<file path="src/rtl/base64_line_receiver_unit_assert.svh">
// ----------------------------------------------------------------------------
// base64_line_receiver_unit_assert
// Assertion macros shared by the receiver RTL.
// ----------------------------------------------------------------------------
`ifndef BASE64_LINE_RECEIVER_UNIT_ASSERT_SVH
`define BASE64_LINE_RECEIVER_UNIT_ASSERT_SVH

// Same-cycle implication, disabled during reset.
`define B64LR_ASSERT_IMP(lbl, clk, rst_n, ante, cons, msg) \
    lbl: assert property (@(posedge clk) disable iff (!rst_n) (ante) |-> (cons)) \
        else $error(msg);

// Next-cycle implication, disabled during reset.
`define B64LR_ASSERT_NXT(lbl, clk, rst_n, ante, cons, msg) \
    lbl: assert property (@(posedge clk) disable iff (!rst_n) (ante) |=> (cons)) \
        else $error(msg);

`endif

</file>
<file path="src/rtl/b64lr_pkg.sv">
// ----------------------------------------------------------------------------
// b64lr_pkg
// Shared types, codes and the base64 letter decode for the line receiver.
// ----------------------------------------------------------------------------
`default_nettype none

package b64lr_pkg;

    localparam int RES_CNT_W = 6;
    localparam int MAX_RESULTS = 60;

    localparam logic [19:0] TIMEOUT_RESET = 20'd30000;

    localparam logic [7:0] CHAR_CR    = 8'h0D;
    localparam logic [7:0] CHAR_LF    = 8'h0A;
    localparam logic [7:0] CHAR_DOT   = 8'h2E;
    localparam logic [7:0] CHAR_PAD   = 8'h3D;
    localparam logic [7:0] CHAR_PLUS  = 8'h2B;
    localparam logic [7:0] CHAR_SLASH = 8'h2F;

    localparam logic [7:0] VAL_LOWER_BASE = 8'd26;
    localparam logic [7:0] VAL_DIGIT_BASE = 8'd52;
    localparam logic [5:0] VAL_PLUS       = 6'd62;
    localparam logic [5:0] VAL_SLASH      = 6'd63;

    typedef enum logic [1:0] {
        STATUS_BYTE     = 2'd0,
        STATUS_END      = 2'd1,
        STATUS_TIMEOUT  = 2'd2,
        STATUS_OVERFLOW = 2'd3
    } status_t;

    typedef enum logic [1:0] {
        ST_IDLE,
        ST_FETCH,
        ST_PROC,
        ST_FLUSH
    } state_t;

    // Per-character answer of the unpack unit.
    typedef struct packed {
        logic       is_letter;
        logic       is_pad;
        logic       byte_ok;
        logic [7:0] data;
    } unpack_t;

    // Returns {valid, value}; valid is low for anything but a base64 letter.
    function automatic logic [6:0] letter_value(input logic [7:0] c);
        logic [6:0] r;
        r = 7'd0;
        if (c inside {[8'h41:8'h5A]})
        begin
            r = {1'b1, 6'(c - 8'h41)};
        end
        else if (c inside {[8'h61:8'h7A]})
        begin
            r = {1'b1, 6'(c - 8'h61 + VAL_LOWER_BASE)};
        end
        else if (c inside {[8'h30:8'h39]})
        begin
            r = {1'b1, 6'(c - 8'h30 + VAL_DIGIT_BASE)};
        end
        else if (c == CHAR_PLUS)
        begin
            r = {1'b1, VAL_PLUS};
        end
        else if (c == CHAR_SLASH)
        begin
            r = {1'b1, VAL_SLASH};
        end
        return r;
    endfunction

endpackage

`default_nettype wire

</file>
<file path="src/rtl/b64lr_line_mem.sv">
// ----------------------------------------------------------------------------
// b64lr_line_mem
// Line buffer: one write port, one registered read port.
// ----------------------------------------------------------------------------
`default_nettype none

module b64lr_line_mem #(
    parameter int DEPTH = 80,
    parameter int AW    = 7
) (
    input  wire logic          clk,
    input  wire logic          wr_en,
    input  wire logic [AW-1:0] wr_addr,
    input  wire logic [7:0]    wr_data,
    input  wire logic          rd_en,
    input  wire logic [AW-1:0] rd_addr,
    output logic      [7:0]    rd_data
);

    logic [7:0] mem [DEPTH];

    always_ff @(posedge clk)
    begin
        if (wr_en)
        begin
            mem[wr_addr] <= wr_data;
        end
    end

    always_ff @(posedge clk)
    begin
        if (rd_en)
        begin
            rd_data <= mem[rd_addr];
        end
    end

endmodule

`default_nettype wire

</file>
<file path="src/rtl/b64lr_unpack.sv">
// ----------------------------------------------------------------------------
// b64lr_unpack
// Shared 6-to-8 bit repacker: takes one letter per step, gives a byte on
// every letter but the first of a group of four.
// ----------------------------------------------------------------------------
`default_nettype none

module b64lr_unpack
    import b64lr_pkg::*;
(
    input  wire logic       clk,
    input  wire logic       rst_n,
    input  wire logic       clear,
    input  wire logic       advance,
    input  wire logic [7:0] char_code,
    output unpack_t         result
);

    logic [1:0] phase_reg;
    logic [1:0] phase_next;
    logic [5:0] prev_reg;
    logic [5:0] prev_next;
    logic [6:0] lv;
    logic [5:0] v;

    always_comb
    begin
        lv = letter_value(char_code);
        v  = lv[5:0];
        result.is_letter = lv[6];
        result.is_pad    = (char_code == CHAR_PAD);
        result.byte_ok   = lv[6] && (phase_reg != 2'd0);
        case (phase_reg)
            2'd1:    result.data = {prev_reg, v[5:4]};
            2'd2:    result.data = {prev_reg[3:0], v[5:2]};
            2'd3:    result.data = {prev_reg[1:0], v};
            default: result.data = 8'd0;
        endcase
    end

    always_comb
    begin
        phase_next = phase_reg;
        prev_next  = prev_reg;
        if (clear)
        begin
            phase_next = 2'd0;
        end
        else if (advance && lv[6])
        begin
            phase_next = 2'(phase_reg + 2'd1);
            prev_next  = v;
        end
    end

    always_ff @(posedge clk or negedge rst_n)
    begin
        if (!rst_n)
        begin
            phase_reg <= 2'd0;
        end
        else
        begin
            phase_reg <= phase_next;
        end
    end

    always_ff @(posedge clk)
    begin
        prev_reg <= prev_next;
    end

endmodule

`default_nettype wire

</file>
<file path="src/rtl/base64_line_receiver_unit.sv">
// A timeout, end-of-transfer or overflow result is parked in the holding slot
//   when its transaction is taken, then moved to the output register in the flush state.
// Decoding a stored line: each character is read from the line buffer, then
//   stepped through the shared unpack unit; a flush state ends the walk.
// No new transaction is taken while a line is decoded; output stalls hold the walk.
// Reset (rst_n, async, active low) clears line state, counters and the session.
// ----------------------------------------------------------------------------
// base64_line_receiver_unit
// Line-oriented base64 receiver: buffers characters up to LF, then walks the
// line through a shared unpack unit and streams out the decoded bytes.
// ----------------------------------------------------------------------------
`default_nettype none

`include "base64_line_receiver_unit_assert.svh"

module base64_line_receiver_unit
    import b64lr_pkg::*;
#(
    parameter int MAX_LINE_CHARS = 80
) (
    input  wire logic        clk,
    input  wire logic        rst_n,
    // input stream
    input  wire logic        s_tvalid,
    output logic             s_tready,
    input  wire logic [7:0]  s_tdata,   // [7:0] char_code
    input  wire logic        s_tuser,   // [0] kind (0 character, 1 tick)
    // result stream
    output logic             m_tvalid,
    input  wire logic        m_tready,
    output logic      [31:0] m_tdata,   // [7:0] data_byte, [31:8] byte_total
    output logic      [1:0]  m_tuser,   // [1:0] status
    output logic             m_tlast,
    // configuration: idle timeout limit in ticks
    input  wire logic        cfg_valid,
    output logic             cfg_ready,
    input  wire logic [19:0] cfg_data
);

    localparam int AW    = $clog2(MAX_LINE_CHARS);
    localparam int LEN_W = $clog2(MAX_LINE_CHARS + 1);
    localparam logic [LEN_W-1:0] LINE_MAX = LEN_W'(MAX_LINE_CHARS);

    // ------------------------------------------------------------------
    // State
    // ------------------------------------------------------------------
    state_t               state_reg, state_next;
    logic                 session_over_reg, session_over_next;
    logic [19:0]          timeout_reg, timeout_next;
    logic [19:0]          idle_reg, idle_next;
    logic [23:0]          total_reg, total_next;
    logic [LEN_W-1:0]     line_len_reg, line_len_next;
    logic                 all_b64_reg, all_b64_next;
    logic                 ovf_reg, ovf_next;
    logic [7:0]           first_char_reg, first_char_next;
    logic [AW-1:0]        idx_reg, idx_next;
    logic [RES_CNT_W-1:0] res_cnt_reg, res_cnt_next;

    // Holding slot: the newest result waits here until we know if it is last.
    logic                 pend_valid_reg, pend_valid_next;
    logic [7:0]           pend_byte_reg, pend_byte_next;
    status_t              pend_status_reg, pend_status_next;
    logic [23:0]          pend_total_reg, pend_total_next;

    // Output register.
    logic                 out_valid_reg, out_valid_next;
    logic [7:0]           out_byte_reg, out_byte_next;
    status_t              out_status_reg, out_status_next;
    logic [23:0]          out_total_reg, out_total_next;
    logic                 out_last_reg, out_last_next;

    // ------------------------------------------------------------------
    // Decode of the incoming transaction
    // ------------------------------------------------------------------
    logic        in_acc;
    logic        live;
    logic        is_tick;
    logic        is_char;
    logic        is_cr;
    logic        is_lf;
    logic [6:0]  in_lv;
    logic [19:0] idle_inc;
    logic [23:0] total_inc;
    logic        timed_out;
    logic        dot_line;
    logic        walk_line;
    logic        line_room;

    assign in_acc    = s_tvalid && s_tready;
    assign live      = in_acc && !session_over_reg;
    assign is_tick   = live && s_tuser;
    assign is_char   = live && !s_tuser;
    assign is_cr     = s_tdata == CHAR_CR;
    assign is_lf     = s_tdata == CHAR_LF;
    assign in_lv     = letter_value(s_tdata);
    assign idle_inc  = (idle_reg == 20'hFFFFF) ? idle_reg : idle_reg + 20'd1;
    assign total_inc = (total_reg == 24'hFFFFFF) ? total_reg : total_reg + 24'd1;
    assign timed_out = idle_inc > timeout_reg;
    assign dot_line  = (line_len_reg == LEN_W'(1)) && (first_char_reg == CHAR_DOT);
    assign walk_line = !ovf_reg && !dot_line && (line_len_reg != '0) && all_b64_reg;
    assign line_room = line_len_reg < LINE_MAX;

    // ------------------------------------------------------------------
    // Line buffer and shared unpack unit
    // ------------------------------------------------------------------
    logic       mem_wr_en;
    logic       mem_rd_en;
    logic [7:0] mem_rd_data;
    logic       unit_clear;
    logic       unit_advance;
    unpack_t    unit_res;

    assign mem_wr_en = is_char && !is_cr && !is_lf && line_room;

    b64lr_line_mem #(
        .DEPTH (MAX_LINE_CHARS),
        .AW    (AW)
    ) u_line_mem (
        .clk     (clk),
        .wr_en   (mem_wr_en),
        .wr_addr (line_len_reg[AW-1:0]),
        .wr_data (s_tdata),
        .rd_en   (mem_rd_en),
        .rd_addr (idx_reg),
        .rd_data (mem_rd_data)
    );

    b64lr_unpack u_unpack (
        .clk       (clk),
        .rst_n     (rst_n),
        .clear     (unit_clear),
        .advance   (unit_advance),
        .char_code (mem_rd_data),
        .result    (unit_res)
    );

    // A byte goes out only below the per-line result cap.
    logic out_free;
    logic emit;
    logic proc_go;
    logic walk_last;

    assign out_free  = !out_valid_reg || m_tready;
    assign emit      = unit_res.byte_ok && (res_cnt_reg < RES_CNT_W'(MAX_RESULTS));
    assign proc_go   = (state_reg == ST_PROC)
                       && (unit_res.is_pad || !emit || !pend_valid_reg || out_free);
    assign walk_last = (LEN_W'(idx_reg) + LEN_W'(1)) == line_len_reg;

    // ------------------------------------------------------------------
    // Sequencer: next state
    // ------------------------------------------------------------------
    always_comb
    begin
        state_next = state_reg;
        case (state_reg)
            ST_IDLE:
            begin
                if (is_tick && timed_out)
                begin
                    state_next = ST_FLUSH;
                end
                else if (is_char && is_lf)
                begin
                    if (ovf_reg || dot_line)
                    begin
                        state_next = ST_FLUSH;
                    end
                    else if (walk_line)
                    begin
                        state_next = ST_FETCH;
                    end
                end
            end
            ST_FETCH:
            begin
                state_next = ST_PROC;
            end
            ST_PROC:
            begin
                // Stop the walk at the first pad character.
                if (unit_res.is_pad)
                begin
                    state_next = ST_FLUSH;
                end
                else if (proc_go)
                begin
                    state_next = walk_last ? ST_FLUSH : ST_FETCH;
                end
            end
            ST_FLUSH:
            begin
                if (!pend_valid_reg || out_free)
                begin
                    state_next = ST_IDLE;
                end
            end
            default:
            begin
                state_next = ST_IDLE;
            end
        endcase
    end

    // ------------------------------------------------------------------
    // Sequencer: control outputs
    // ------------------------------------------------------------------
    always_comb
    begin
        s_tready     = 1'b0;
        mem_rd_en    = 1'b0;
        unit_clear   = 1'b0;
        unit_advance = 1'b0;
        case (state_reg)
            ST_IDLE:
            begin
                s_tready   = 1'b1;
                unit_clear = 1'b1;
            end
            ST_FETCH:
            begin
                mem_rd_en = 1'b1;
            end
            ST_PROC:
            begin
                unit_advance = proc_go && !unit_res.is_pad;
            end
            default:
            begin
                s_tready = 1'b0;
            end
        endcase
    end

    assign cfg_ready = 1'b1;

    // ------------------------------------------------------------------
    // Datapath updates
    // ------------------------------------------------------------------
    logic push_mid;
    logic push_end;
    logic take_byte;

    assign take_byte = unit_advance && emit;
    assign push_mid  = take_byte && pend_valid_reg;
    assign push_end  = (state_reg == ST_FLUSH) && pend_valid_reg && out_free;

    always_comb
    begin
        session_over_next = session_over_reg;
        timeout_next      = timeout_reg;
        idle_next         = idle_reg;
        total_next        = total_reg;
        line_len_next     = line_len_reg;
        all_b64_next      = all_b64_reg;
        ovf_next          = ovf_reg;
        first_char_next   = first_char_reg;
        idx_next          = idx_reg;
        res_cnt_next      = res_cnt_reg;
        pend_valid_next   = pend_valid_reg;
        pend_byte_next    = pend_byte_reg;
        pend_status_next  = pend_status_reg;
        pend_total_next   = pend_total_reg;
        out_valid_next    = out_valid_reg && !m_tready;
        out_byte_next     = out_byte_reg;
        out_status_next   = out_status_reg;
        out_total_next    = out_total_reg;
        out_last_next     = out_last_reg;

        if (cfg_valid && cfg_ready)
        begin
            timeout_next = cfg_data;
        end

        // Tick: count idle time, report a timeout once and end the session.
        if (is_tick)
        begin
            idle_next = idle_inc;
            if (timed_out)
            begin
                pend_valid_next   = 1'b1;
                pend_byte_next    = 8'd0;
                pend_status_next  = STATUS_TIMEOUT;
                pend_total_next   = total_reg;
                session_over_next = 1'b1;
            end
        end

        // Character: any character clears the idle count; CR is dropped.
        if (is_char)
        begin
            idle_next = 20'd0;
            if (is_lf)
            begin
                if (ovf_reg)
                begin
                    pend_valid_next  = 1'b1;
                    pend_byte_next   = 8'd0;
                    pend_status_next = STATUS_OVERFLOW;
                    pend_total_next  = total_reg;
                end
                else if (dot_line)
                begin
                    pend_valid_next   = 1'b1;
                    pend_byte_next    = 8'd0;
                    pend_status_next  = STATUS_END;
                    pend_total_next   = total_reg;
                    session_over_next = 1'b1;
                end
                if (walk_line)
                begin
                    idx_next     = '0;
                    res_cnt_next = '0;
                end
                else
                begin
                    line_len_next = '0;
                    all_b64_next  = 1'b1;
                    ovf_next      = 1'b0;
                end
            end
            else if (!is_cr)
            begin
                if (!in_lv[6] && (s_tdata != CHAR_PAD))
                begin
                    all_b64_next = 1'b0;
                end
                if (line_room)
                begin
                    line_len_next = line_len_reg + LEN_W'(1);
                    if (line_len_reg == '0)
                    begin
                        first_char_next = s_tdata;
                    end
                end
                else
                begin
                    ovf_next = 1'b1;
                end
            end
        end

        // Walk step: advance the read index, park each new byte in the slot.
        if (unit_advance)
        begin
            idx_next = AW'(idx_reg + AW'(1));
        end
        if (push_mid)
        begin
            out_valid_next  = 1'b1;
            out_byte_next   = pend_byte_reg;
            out_status_next = pend_status_reg;
            out_total_next  = pend_total_reg;
            out_last_next   = 1'b0;
        end
        if (take_byte)
        begin
            total_next       = total_inc;
            res_cnt_next     = res_cnt_reg + RES_CNT_W'(1);
            pend_valid_next  = 1'b1;
            pend_byte_next   = unit_res.data;
            pend_status_next = STATUS_BYTE;
            pend_total_next  = total_inc;
        end

        // Flush: the parked result is the last one of this transaction.
        if (push_end)
        begin
            pend_valid_next = 1'b0;
            out_valid_next  = 1'b1;
            out_byte_next   = pend_byte_reg;
            out_status_next = pend_status_reg;
            out_total_next  = pend_total_reg;
            out_last_next   = 1'b1;
        end
        if ((state_reg == ST_FLUSH) && (state_next == ST_IDLE))
        begin
            line_len_next = '0;
            all_b64_next  = 1'b1;
            ovf_next      = 1'b0;
        end
    end

    // ------------------------------------------------------------------
    // Registers
    // ------------------------------------------------------------------
    always_ff @(posedge clk or negedge rst_n)
    begin
        if (!rst_n)
        begin
            state_reg        <= ST_IDLE;
            session_over_reg <= 1'b0;
            timeout_reg      <= TIMEOUT_RESET;
            idle_reg         <= 20'd0;
            total_reg        <= 24'd0;
            line_len_reg     <= '0;
            all_b64_reg      <= 1'b1;
            ovf_reg          <= 1'b0;
            idx_reg          <= '0;
            res_cnt_reg      <= '0;
            pend_valid_reg   <= 1'b0;
            out_valid_reg    <= 1'b0;
        end
        else
        begin
            state_reg        <= state_next;
            session_over_reg <= session_over_next;
            timeout_reg      <= timeout_next;
            idle_reg         <= idle_next;
            total_reg        <= total_next;
            line_len_reg     <= line_len_next;
            all_b64_reg      <= all_b64_next;
            ovf_reg          <= ovf_next;
            idx_reg          <= idx_next;
            res_cnt_reg      <= res_cnt_next;
            pend_valid_reg   <= pend_valid_next;
            out_valid_reg    <= out_valid_next;
        end
    end

    // Payload: no reset needed, qualified by the valid flags.
    always_ff @(posedge clk)
    begin
        first_char_reg  <= first_char_next;
        pend_byte_reg   <= pend_byte_next;
        pend_status_reg <= pend_status_next;
        pend_total_reg  <= pend_total_next;
        out_byte_reg    <= out_byte_next;
        out_status_reg  <= out_status_next;
        out_total_reg   <= out_total_next;
        out_last_reg    <= out_last_next;
    end

    assign m_tvalid = out_valid_reg;
    assign m_tdata  = {out_total_reg, out_byte_reg};
    assign m_tuser  = out_status_reg;
    assign m_tlast  = out_last_reg;

    // ------------------------------------------------------------------
    // Assertions
    // ------------------------------------------------------------------
    `B64LR_ASSERT_IMP(a_idle_slot_empty, clk, rst_n,
        state_reg == ST_IDLE, !pend_valid_reg,
        "holding slot occupied while idle")
    `B64LR_ASSERT_IMP(a_status_byte_zero, clk, rst_n,
        out_valid_reg && (out_status_reg != STATUS_BYTE), out_byte_reg == 8'd0,
        "non-byte result carries a nonzero data byte")
    `B64LR_ASSERT_NXT(a_over_ignored, clk, rst_n,
        in_acc && session_over_reg, (state_reg == ST_IDLE) && !pend_valid_reg,
        "transaction after session end produced work")

endmodule

`default_nettype wire

</file>
<file path="config.mk">
export PLATFORM = sky130hd
export DESIGN_NAME = base64_line_receiver_unit
export DESIGN_NICKNAME = d
export VERILOG_FILES = /design/src/rtl/b64lr_pkg.sv /design/src/rtl/b64lr_line_mem.sv /design/src/rtl/b64lr_unpack.sv /design/src/rtl/base64_line_receiver_unit.sv
export VERILOG_INCLUDE_DIRS = /design/src /design/src/rtl
export SDC_FILE = /design/constraint.sdc
export NUM_CORES = 1
export LEC_CHECK = 0
export BUFFER_PORTS_ARGS = -buffer_cell sky130_fd_sc_hd__buf_2
export CAP_MARGIN = 20
export CORE_ASPECT_RATIO = 1.4
export CORE_MARGIN = 8
export CORE_UTILIZATION = 60
export DETAILED_ROUTE_END_ITERATION = 8
export GPL_ROUTABILITY_DRIVEN = 0
export PLACE_DENSITY = 0.8
export RECOVER_POWER = 100
export REMOVE_ABC_BUFFERS = 1
export SLEW_MARGIN = 40
export SYNTH_ARGS = -nofsm -noshare
export SYNTH_HDL_FRONTEND = slang
export SYNTH_SLANG_ARGS = --single-unit
</file>
<file path="constraint.sdc">
create_clock -name clk -period 10.55 [get_ports clk]
set_clock_uncertainty 0.05 [all_clocks]
set_input_delay 2.11 -clock clk [delete_from_list [all_inputs] [get_ports clk]]
set_output_delay 2.11 -clock clk [all_outputs]
set_load 0.05 [all_outputs]
</file>
==> reports/qor.csv, run 1 <==
metric;value;unit
Critical Path Fanout Max;67;
unrepaired setup endpoints after global routing;false;
# IOs;72;
Num CTS Buffers;75;
Hold Crit Start;pend_total_reg[21]$_DFF_P_;
Overall Power;8870;uW
CTS tree;yes;
WP data required;11.01;ns
status;complete, but fails checks;
width of the die;218;um
first-pass GRT wire length;121000;um
Clock Latency Late Sink;0.63;ns
Routed wire per std cell;27.9;um
root buffer cell;clkbuf_16;
Reg-to-Reg Start;idx_reg[0]$_DFFE_PN0P_;
Worst R2R Path Depth;6;
PD cells;236;mW/mm^2
Critical Path End Type;flip-flop;
Starting DRT DRC Count;2354;
die area;0.0651;mm^2
critical path type;input port to flip-flop;
n_diodes;0;
R2R Path End;u_line_mem.rd_data[5]$_DFFE_PP_;
largest net degree at the start of global routing;90;
vias in the first global route;19300;
Hold Path Depth;0;
Util after Layout;0.666;
startpoint class of the critical path;input port;
Starting Density;0.606;
# DRC;1;
HP Class;flip-flop to flip-flop;
most common flop cell mapped by yosys;edfxtp_1;
worst rel slew slack;-1.59;
CTS sink count;824;
fin crit period;6.86;ns
synthesis warning total;0;
DIE HEIGHT;299;um
Largest register FFs;640;
failing checks;DRC, capacitance limit, slew limit;
MaxCap Viol Count;16;
core area;0.0564;mm^2
Slew @ Worst Pin;3.89;ns
commonest non-fill, non-tap cell in the layout;edfxtp_1;
critical path arrival;7.31;ns
R2R Setup Slk;4.13;ns
synthesized flop and latch total;824;
Post-synth EDFFs;696;
Final Max Slew Viols;811;
Top reg by flops;u_line_mem.mem;
Worst Hold End;out_total_reg[21]$_DFFE_PP_;
number of fill cells in the layout;3645;
cts repair resizes;0;
clock slew at reported path FFs;0.06;ns
Final #Nets;2153;
Layout area overhead;9.76;%
post-synthesis sequential area ratio;0.699;
Total GRT Usage;0.247;
final hold vios;0;
global route overflow;0;
crit share post-route;0.650;
Mapped Area;0.0342;mm^2
syn avg cell area;17.0;um^2
Post-CTS Setup Bufs;0;
input/output buffers;70;
Max IR drop VDD;0.151;mV
DP Wirelength;49300;um
register area;0.0239;mm^2
drt total wl;80200;um
Async SR Flop Fraction;0.113;
# rows;103;
synth unique cells;85;
Gate Count Post-Synth;2011;
vias post-DR;18900;
htree depth;3;
drt pass-1 iters;9;
cts hold-fix bufs;0;
DR vias/cell;6.59;
commonest non-fill, non-tap cells in the layout;edfxtp_1 (696), mux4_2 (192), nor2_1 (157);
layout cells sized above 1;0.173;
Max Freq;146;MHz
CTS max path bufs;3;
multi-input logic area;0.00953;mm^2
initial antenna violation count;0;
setup_tns;0;ns
Final Setup Violations;0;
P_leak;0.0124;uW
post-route ant nets;0;
critical path, stage by stage:
cell and delay, ns:
clkbuf_1 0.83, clkbuf_1 2.51, o31ai_1 0.60, or2_0 0.53, o21ai_0 0.49, o21ba_1 0.22
layer usage:
metal,global-route usage,routed length [um]
met5,0,0
met4,0.115,3790
met3,0.0315,6000
met2,0.434,42100
met1,0.302,28300
stage by stage:
step           area, um^2  worst slack (ns)  hold WS, ns  std cells
3_5_place_dp        35200              5.06        0.363       2736
6_report            37600              3.70        0.381       2875
2_1_floorplan       33700              2.56        0.353       1905
3_3_place_gp        35200              5.12        0.365       2735
5_1_grt             37600              3.47        0.388       2875
4_1_cts             37800              5.71        0.379       2874
worst max-delay path by stage:
stage,startpoint,endpoint,slack (ns),depth (start not counted)
finish,s_tdata[1],ovf_reg$_DFFE_PN0P_,3.70,6
CTS,s_tvalid,u_line_mem.mem[72][1]$_DFFE_PP_,5.71,8
floorplan,idx_reg[0]$_DFFE_PN0P_,state_reg[1]$_DFF_PN0_,2.56,7
global route,idx_reg[0]$_DFFE_PN0P_,u_line_mem.rd_data[5]$_DFFE_PP_,3.47,6
global placement,s_tvalid,u_line_mem.mem[35][2]$_DFFE_PP_,5.12,8
detailed placement,s_tvalid,u_line_mem.mem[72][6]$_DFFE_PP_,5.06,8
cells by family after synthesis:
kind of cell | share of synthesized area
compound gates | 0.0504
xor+xnor | 0.0128
simple gates | 0.0645
fa+ha+maj | 0.0146
mux | 0.138
flops | 0.699
other cells | 0.000110
buf+inv | 0.0198
layout make-up:
class | count | share of cell area
clock buffers | 96 | 0.0548
clock inverters | 42 | 0.0131
inverters | 45 | 0.00450
multi-input cells | 1036 | 0.254
flip-flops and latches | 824 | 0.637
well taps | 735 | 0.0245
repair buffers | 97 | 0.0122
Yosys cell counts (9+ instances only):
cell      number  area, um^2
dfxtp_1       35         701
a22oi_1        9        67.6
a21oi_1       65         325
ha_1          40         500
inv_1         44         165
and3_1        17         106
nor2b_1       14        87.6
o211ai_1      18         135
buf_2         34         170
nor2_1       155         582
xnor2_1       24         210
mux4_2       192        4320
nor3_1        20         100
clkbuf_1      47         176
o21ai_0       70         350
nand3_1       52         260
dfrtp_1       85        2130
mux2i_1       37         370
nand4_1       15        93.8
xor2_1        26         228
edfxtp_1     696       20900
buf_1         12        45.0
a211oi_1      11        82.6
nand2_1      115         432
power by group:
group | switching (uW) | internal, uW | leakage (uW)
logic | 1160 | 992 | 0.00348
registers | 186 | 3710 | 0.00773
clock network | 1200 | 1620 | 0.00121
total | 2550 | 6320 | 0.0124
Power figures use the tool's default switching activity.
==> run 2, diff against run 1 <==
CORE_UTILIZATION = 56   (was 60)
PLACE_DENSITY = 0.78   (was 0.8)
clock period = 6.3 ns   (was 10.55 ns; I/O delays follow)
==> run 2 against run 1 <==
Effect of this change:
- die area increased by 6.7%
- sequential power up 68%
- combinational power grew 68%
- the run ends with capacitance limit, slew limit left
- power up 70%
- count of clock-buffer cells in the layout shrank 9
==> reports/qor.csv, run 2 (synthesis results as in run 1) <==
metric;value;unit
routing usage on met3;0.0396;
# IOs;72;
placed insts;2817;
worst setup margin;1.02;ns
post-route cell area;0.0378;mm^2
Post-Layout Cell Count;2955;
Largest register FFs;640;
post-route ant nets;0;
Final Max Slew Viols;632;
HP Class;flip-flop to flip-flop;
GRT met2 Usage;0.392;
Routed wire per std cell;27.0;um
commonest non-fill, non-tap cells in the layout;edfxtp_1 (696), mux4_2 (192), nor2_1 (157);
dpl ws;1.65;ns
P_leak;0.0125;uW
vias post-DR;18900;
Slew @ Worst Pin;4.48;ns
commonest non-fill, non-tap cell in the layout;edfxtp_1;
layout cells sized above 1;0.178;
DIE HEIGHT;309;um
Cell Chain, Critical Path;clkbuf_1 > clkbuf_1 > o21ai_0 > nand2_1 > a21o_1;
global route overflow;0;
CTS sink count;824;
DR vias/cell;6.40;
Starting Density;0.564;
first-pass GRT wire length;120000;um
vias in the first global route;19100;
MaxCap Viol Count;10;
failing checks;capacitance limit, slew limit;
initial antenna violation count;2;
root buffer cell;clkbuf_16;
drt pass-1 iters;6;
fin crit period;5.28;ns
final hold vios;0;
Final Setup Violations;0;
global route hottest layer;met2;
cts repair resizes;0;
Max IR drop VDD;0.292;mV
unrepaired setup endpoints after global routing;false;
clock slew at reported path FFs;0.06;ns
CTS tree;yes;
met1 usage;0.274;
Critical Path Fanout Max;84;
Starting DRT DRC Count;1996;
Final #Nets;2150;
Num CTS Buffers;74;
htree depth;3;
width of the die;225;um
# DRC;0;
crit share post-route;0.838;
DP Wirelength;48500;um
critical path arrival;5.79;ns
# rows;107;
Critical Path End Type;flip-flop;
Post-CTS Setup Bufs;0;
critical path type;input port to flip-flop;
Max Freq;189;MHz
CP dominant cell by count;clkbuf_1;
Util after Layout;0.624;
Crit-path slowest cell;clkbuf_1;
input/output buffers;70;
core area;0.0606;mm^2
Top reg by flops;u_line_mem.mem;
largest net degree at the start of global routing;91;
CP max stage delay;2.81;ns
worst rel slew slack;-1.99;
WP data required;6.82;ns
startpoint class of the critical path;input port;
Clock Latency Late Sink;0.63;ns
cts hold-fix bufs;0;
DP Area;0.0354;mm^2
Layout area overhead;10.5;%
Total GRT Usage;0.229;
PD cells;398;mW/mm^2
Overall Power;15100;uW
status;complete, but fails checks;
die area;0.0694;mm^2
CTS max path bufs;3;
drt total wl;79700;um
==> run 2: cell count changes in the layout (fill, tap and decap cells not counted), sizes merged <==
cell,change
bufinv,+6
inv,+2
clkinv,+5
diode,+2
clkbuf,-13
clkinvlp,-6
buf,+2
==> run 2: area by class of cell <==
cell class	count	area, um^2
antenna	2	5.00
tap	817	1020
timing repair buffer	95	490
multi-input combinational	1036	9550
fill	4146	22800
sequential	824	24000
clock inverter	49	674
inverter	45	169
clock buffer	87	1960
==> run 2: routing by layer <==
| layer | share of wire | up-vias | routed length (um) |
|---|---|---|---|
| li1 | - | 8068 | - |
| met1 | 0.36 | 9629 | 28900 |
| met2 | 0.51 | 996 | 40600 |
| met3 | 0.070 | 212 | 5560 |
| met5 | 0 | - | 0 |
| met4 | 0.059 | 0 | 4670 |
==> run 2: metrics by stage <==
step / TNS (ns) / hold slack [ns]
after global placement: 0 / 0.363
after detailed placement: 0 / 0.368
after floorplan: -21.21 / 0.353
after CTS: 0 / 0.385
final: 0 / 0.386
after global routing: 0 / 0.399
==> run 2: critical path, delay by kind of cell <==
| family | cells | cell delay [ns] |
|---|---|---|
| buffers and inverters | 2 | 2.95 |
| AOI/OAI and AO/OA | 2 | 1.30 |
| and+or+nand+nor | 1 | 0.25 |
==> run 2: final timing paths <==
check,from,to,slack (ns),cells past startpoint
setup / recovery,s_tdata[4],all_b64_reg$_DFFE_PN1P_,1.02,5
hold / removal,pend_byte_reg[6]$_DFF_P_,out_byte_reg[6]$_DFFE_PP_,0.39,0
setup reg to reg,idx_reg[0]$_DFFE_PN0P_,u_line_mem.rd_data[4]$_DFFE_PP_,1.38,5
hold reg to reg,pend_byte_reg[6]$_DFF_P_,out_byte_reg[6]$_DFFE_PP_,0.39,0
max in group asynchronous,rst_n,idx_reg[1]$_DFFE_PN0P_,2.27,1
min in group asynchronous,rst_n,timeout_reg[11]$_DFFE_PN0P_,1.66,1
==> run 2: where the power goes <==
group	switching (uW)	total (uW)	internal, uW	leakage (uW)
combinational	1940	3610	1670	0.00352
sequential	328	6540	6210	0.00772
clock	2030	4910	2880	0.00129
total	4290	15100	10800	0.0125
==> run 3, diff against run 2 <==
clock period = 4.6 ns   (was 6.3 ns; I/O delays follow)
==> run 3 against run 2 <==
Effect of this change:
- the flow still finishes with violations (capacitance limit, slew limit)
- sequential power rose by 37%
- worst setup slack worse by 0.78 ns
- power up 34%
- sequential cell count stayed put
- critical path type unchanged
- critical endpoint unchanged
==> reports/qor.csv, run 3 (synthesis results as in run 1) <==
metric;value;unit
failing checks;capacitance limit, slew limit;
Final Setup Violations;0;
largest net degree at the start of global routing;86;
multi-input logic area;0.00958;mm^2
core area;0.0606;mm^2
clock share of power;0.311;
Critical Path End Type;flip-flop;
# DRC;0;
Critical Path Fanout Max;85;
Routed wire per std cell;26.8;um
CTS sink count;824;
CTS max path bufs;3;
Worst R2R Path Depth;14;
root buffer cell;clkbuf_16;
startpoint class of the critical path;input port;
# IOs;72;
post-route ant nets;0;
R2R Setup Slk;0.47;ns
Final Max Slew Viols;616;
critical path type;input port to flip-flop;
global route overflow;0;
first-pass GRT wire length;121000;um
setup_tns;0;ns
Int Pwr;14400;uW
Total GRT Usage;0.232;
die area;0.0694;mm^2
Starting Density;0.564;
MaxCap Viol Count;10;
critical path arrival;4.86;ns
Slew @ Worst Pin;3.86;ns
P_leak;0.0125;uW
PD cells;534;mW/mm^2
clock slew at reported path FFs;0.06;ns
Layout area overhead;10.5;%
Reg-to-Reg Start;idle_reg[9]$_DFFE_PN0P_;
initial antenna violation count;1;
Starting DRT DRC Count;2157;
Max IR drop VDD;0.372;mV
Top reg by flops;u_line_mem.mem;
crit share post-route;0.948;
NetSw;5830;uW
Overall Power;20200;uW
vias post-DR;19100;
Clock Latency Late Sink;0.63;ns
Max Freq;229;MHz
commonest non-fill, non-tap cell in the layout;edfxtp_1;
unrepaired setup endpoints after global routing;false;
Largest register FFs;640;
WP data required;5.10;ns
input/output buffers;70;
Worst Setup SP;s_tdata[3];
DR vias/cell;6.39;
# rows;107;
commonest non-fill, non-tap cells in the layout;edfxtp_1 (696), mux4_2 (192), nor2_1 (155);
Hold Slack;0.234;ns
final hold vios;0;
Combinational Power Share;0.247;
Num CTS Buffers;75;
drt total wl;79800;um
width of the die;225;um
Final #Nets;2174;
worst rel slew slack;-1.57;
switching part of the total power;0.288;
DIE HEIGHT;309;um
register area;0.0240;mm^2
sequential share of power;0.442;
status;complete, but fails checks;
drt pass-1 iters;9;
HP Class;input port to async pin;
fin crit period;4.36;ns
htree depth;3;
vias in the first global route;19700;
layout cells sized above 1;0.181;
CTS tree;yes;
R2R Path End;pend_total_reg[22]$_DFF_P_;
DP Wirelength;49300;um
Util after Layout;0.624;
number of fill cells in the layout;4153;
run 3: cell types whose count changed in the layout (fill, tap and decap cells not counted), moves of 3 or more:
| cell | delta |
|---|---|
| clkbuf_1 | +14 |
| bufinv_16 | -8 |
| buf_4 | +7 |
| clkinv_2 | +7 |
| clkbuf_2 | +6 |
| inv_6 | -4 |
| buf_12 | +3 |
| clkinv_4 | -3 |
run 3: stage by stage:
stage                     instances  setup slack [ns]  cell area, um^2
after CTS                      2980             0.309            38000
after global routing           2981             0.117            37800
after detailed placement       2840             0.314            35500
after global placement         2840             0.519            35500
after floorplan                1905             -3.39            33700
final                          2981             0.241            37800
run 3: worst max path at each step:
stage,endpoint,cells past startpoint
3_3_place_gp,pend_total_reg[22]$_DFF_P_,14
6_report,all_b64_reg$_DFFE_PN1P_,8
5_1_grt,all_b64_reg$_DFFE_PN1P_,8
2_1_floorplan,state_reg[1]$_DFF_PN0_,7
3_5_place_dp,pend_total_reg[13]$_DFF_P_,14
4_1_cts,pend_total_reg[13]$_DFF_P_,14
run 3: critical path, cell delays in order:
cell,delay [ns]
clkbuf_1,0.13
dlygate4sd2_1,2.59
nand3_1,0.16
a21oi_1,0.30
a311oi_1,0.08
o21ai_0,0.36
nand2_1,0.11
a21o_1,0.19
run 3: final cells by class:
cell class / count / share of cell area
Clock buffer: 98 / 0.0545
Timing Repair Buffer: 118 / 0.0162
Multi-Input combinational cell: 1036 / 0.253
Clock inverter: 42 / 0.0109
Sequential cell: 824 / 0.633
Inverter: 45 / 0.00447
Tap cell: 817 / 0.0270
Antenna cell: 1 / 0.0000662
run 3: power groups by stage:
stage / registers (uW) / logic, uW / clock network [uW]
2_1_floorplan: 9440 / 3090 / 0
3_3_place_gp: 9060 / 4850 / 0
3_5_place_dp: 9080 / 4940 / 0
4_1_cts: 8930 / 5020 / 6360
5_1_grt: 8980 / 5260 / 6620
6_report: 8940 / 4980 / 6280
run 3: timing repair:
item / 4_1_cts / 5_1_grt
endpoints found under the setup margin: 0 / 1
hold buffers: 0 / 0
buffers inserted: 0 / 0
resized for setup: 0 / 1
run 3: per-layer routing:
layer  GRT usage  part of all wire  up-vias
li1            -                 -     8137
met4       0.105             0.046        0
met3      0.0363             0.077      230
met2       0.411              0.53     1079
met1       0.277              0.35     9615
met5           0                 0        -
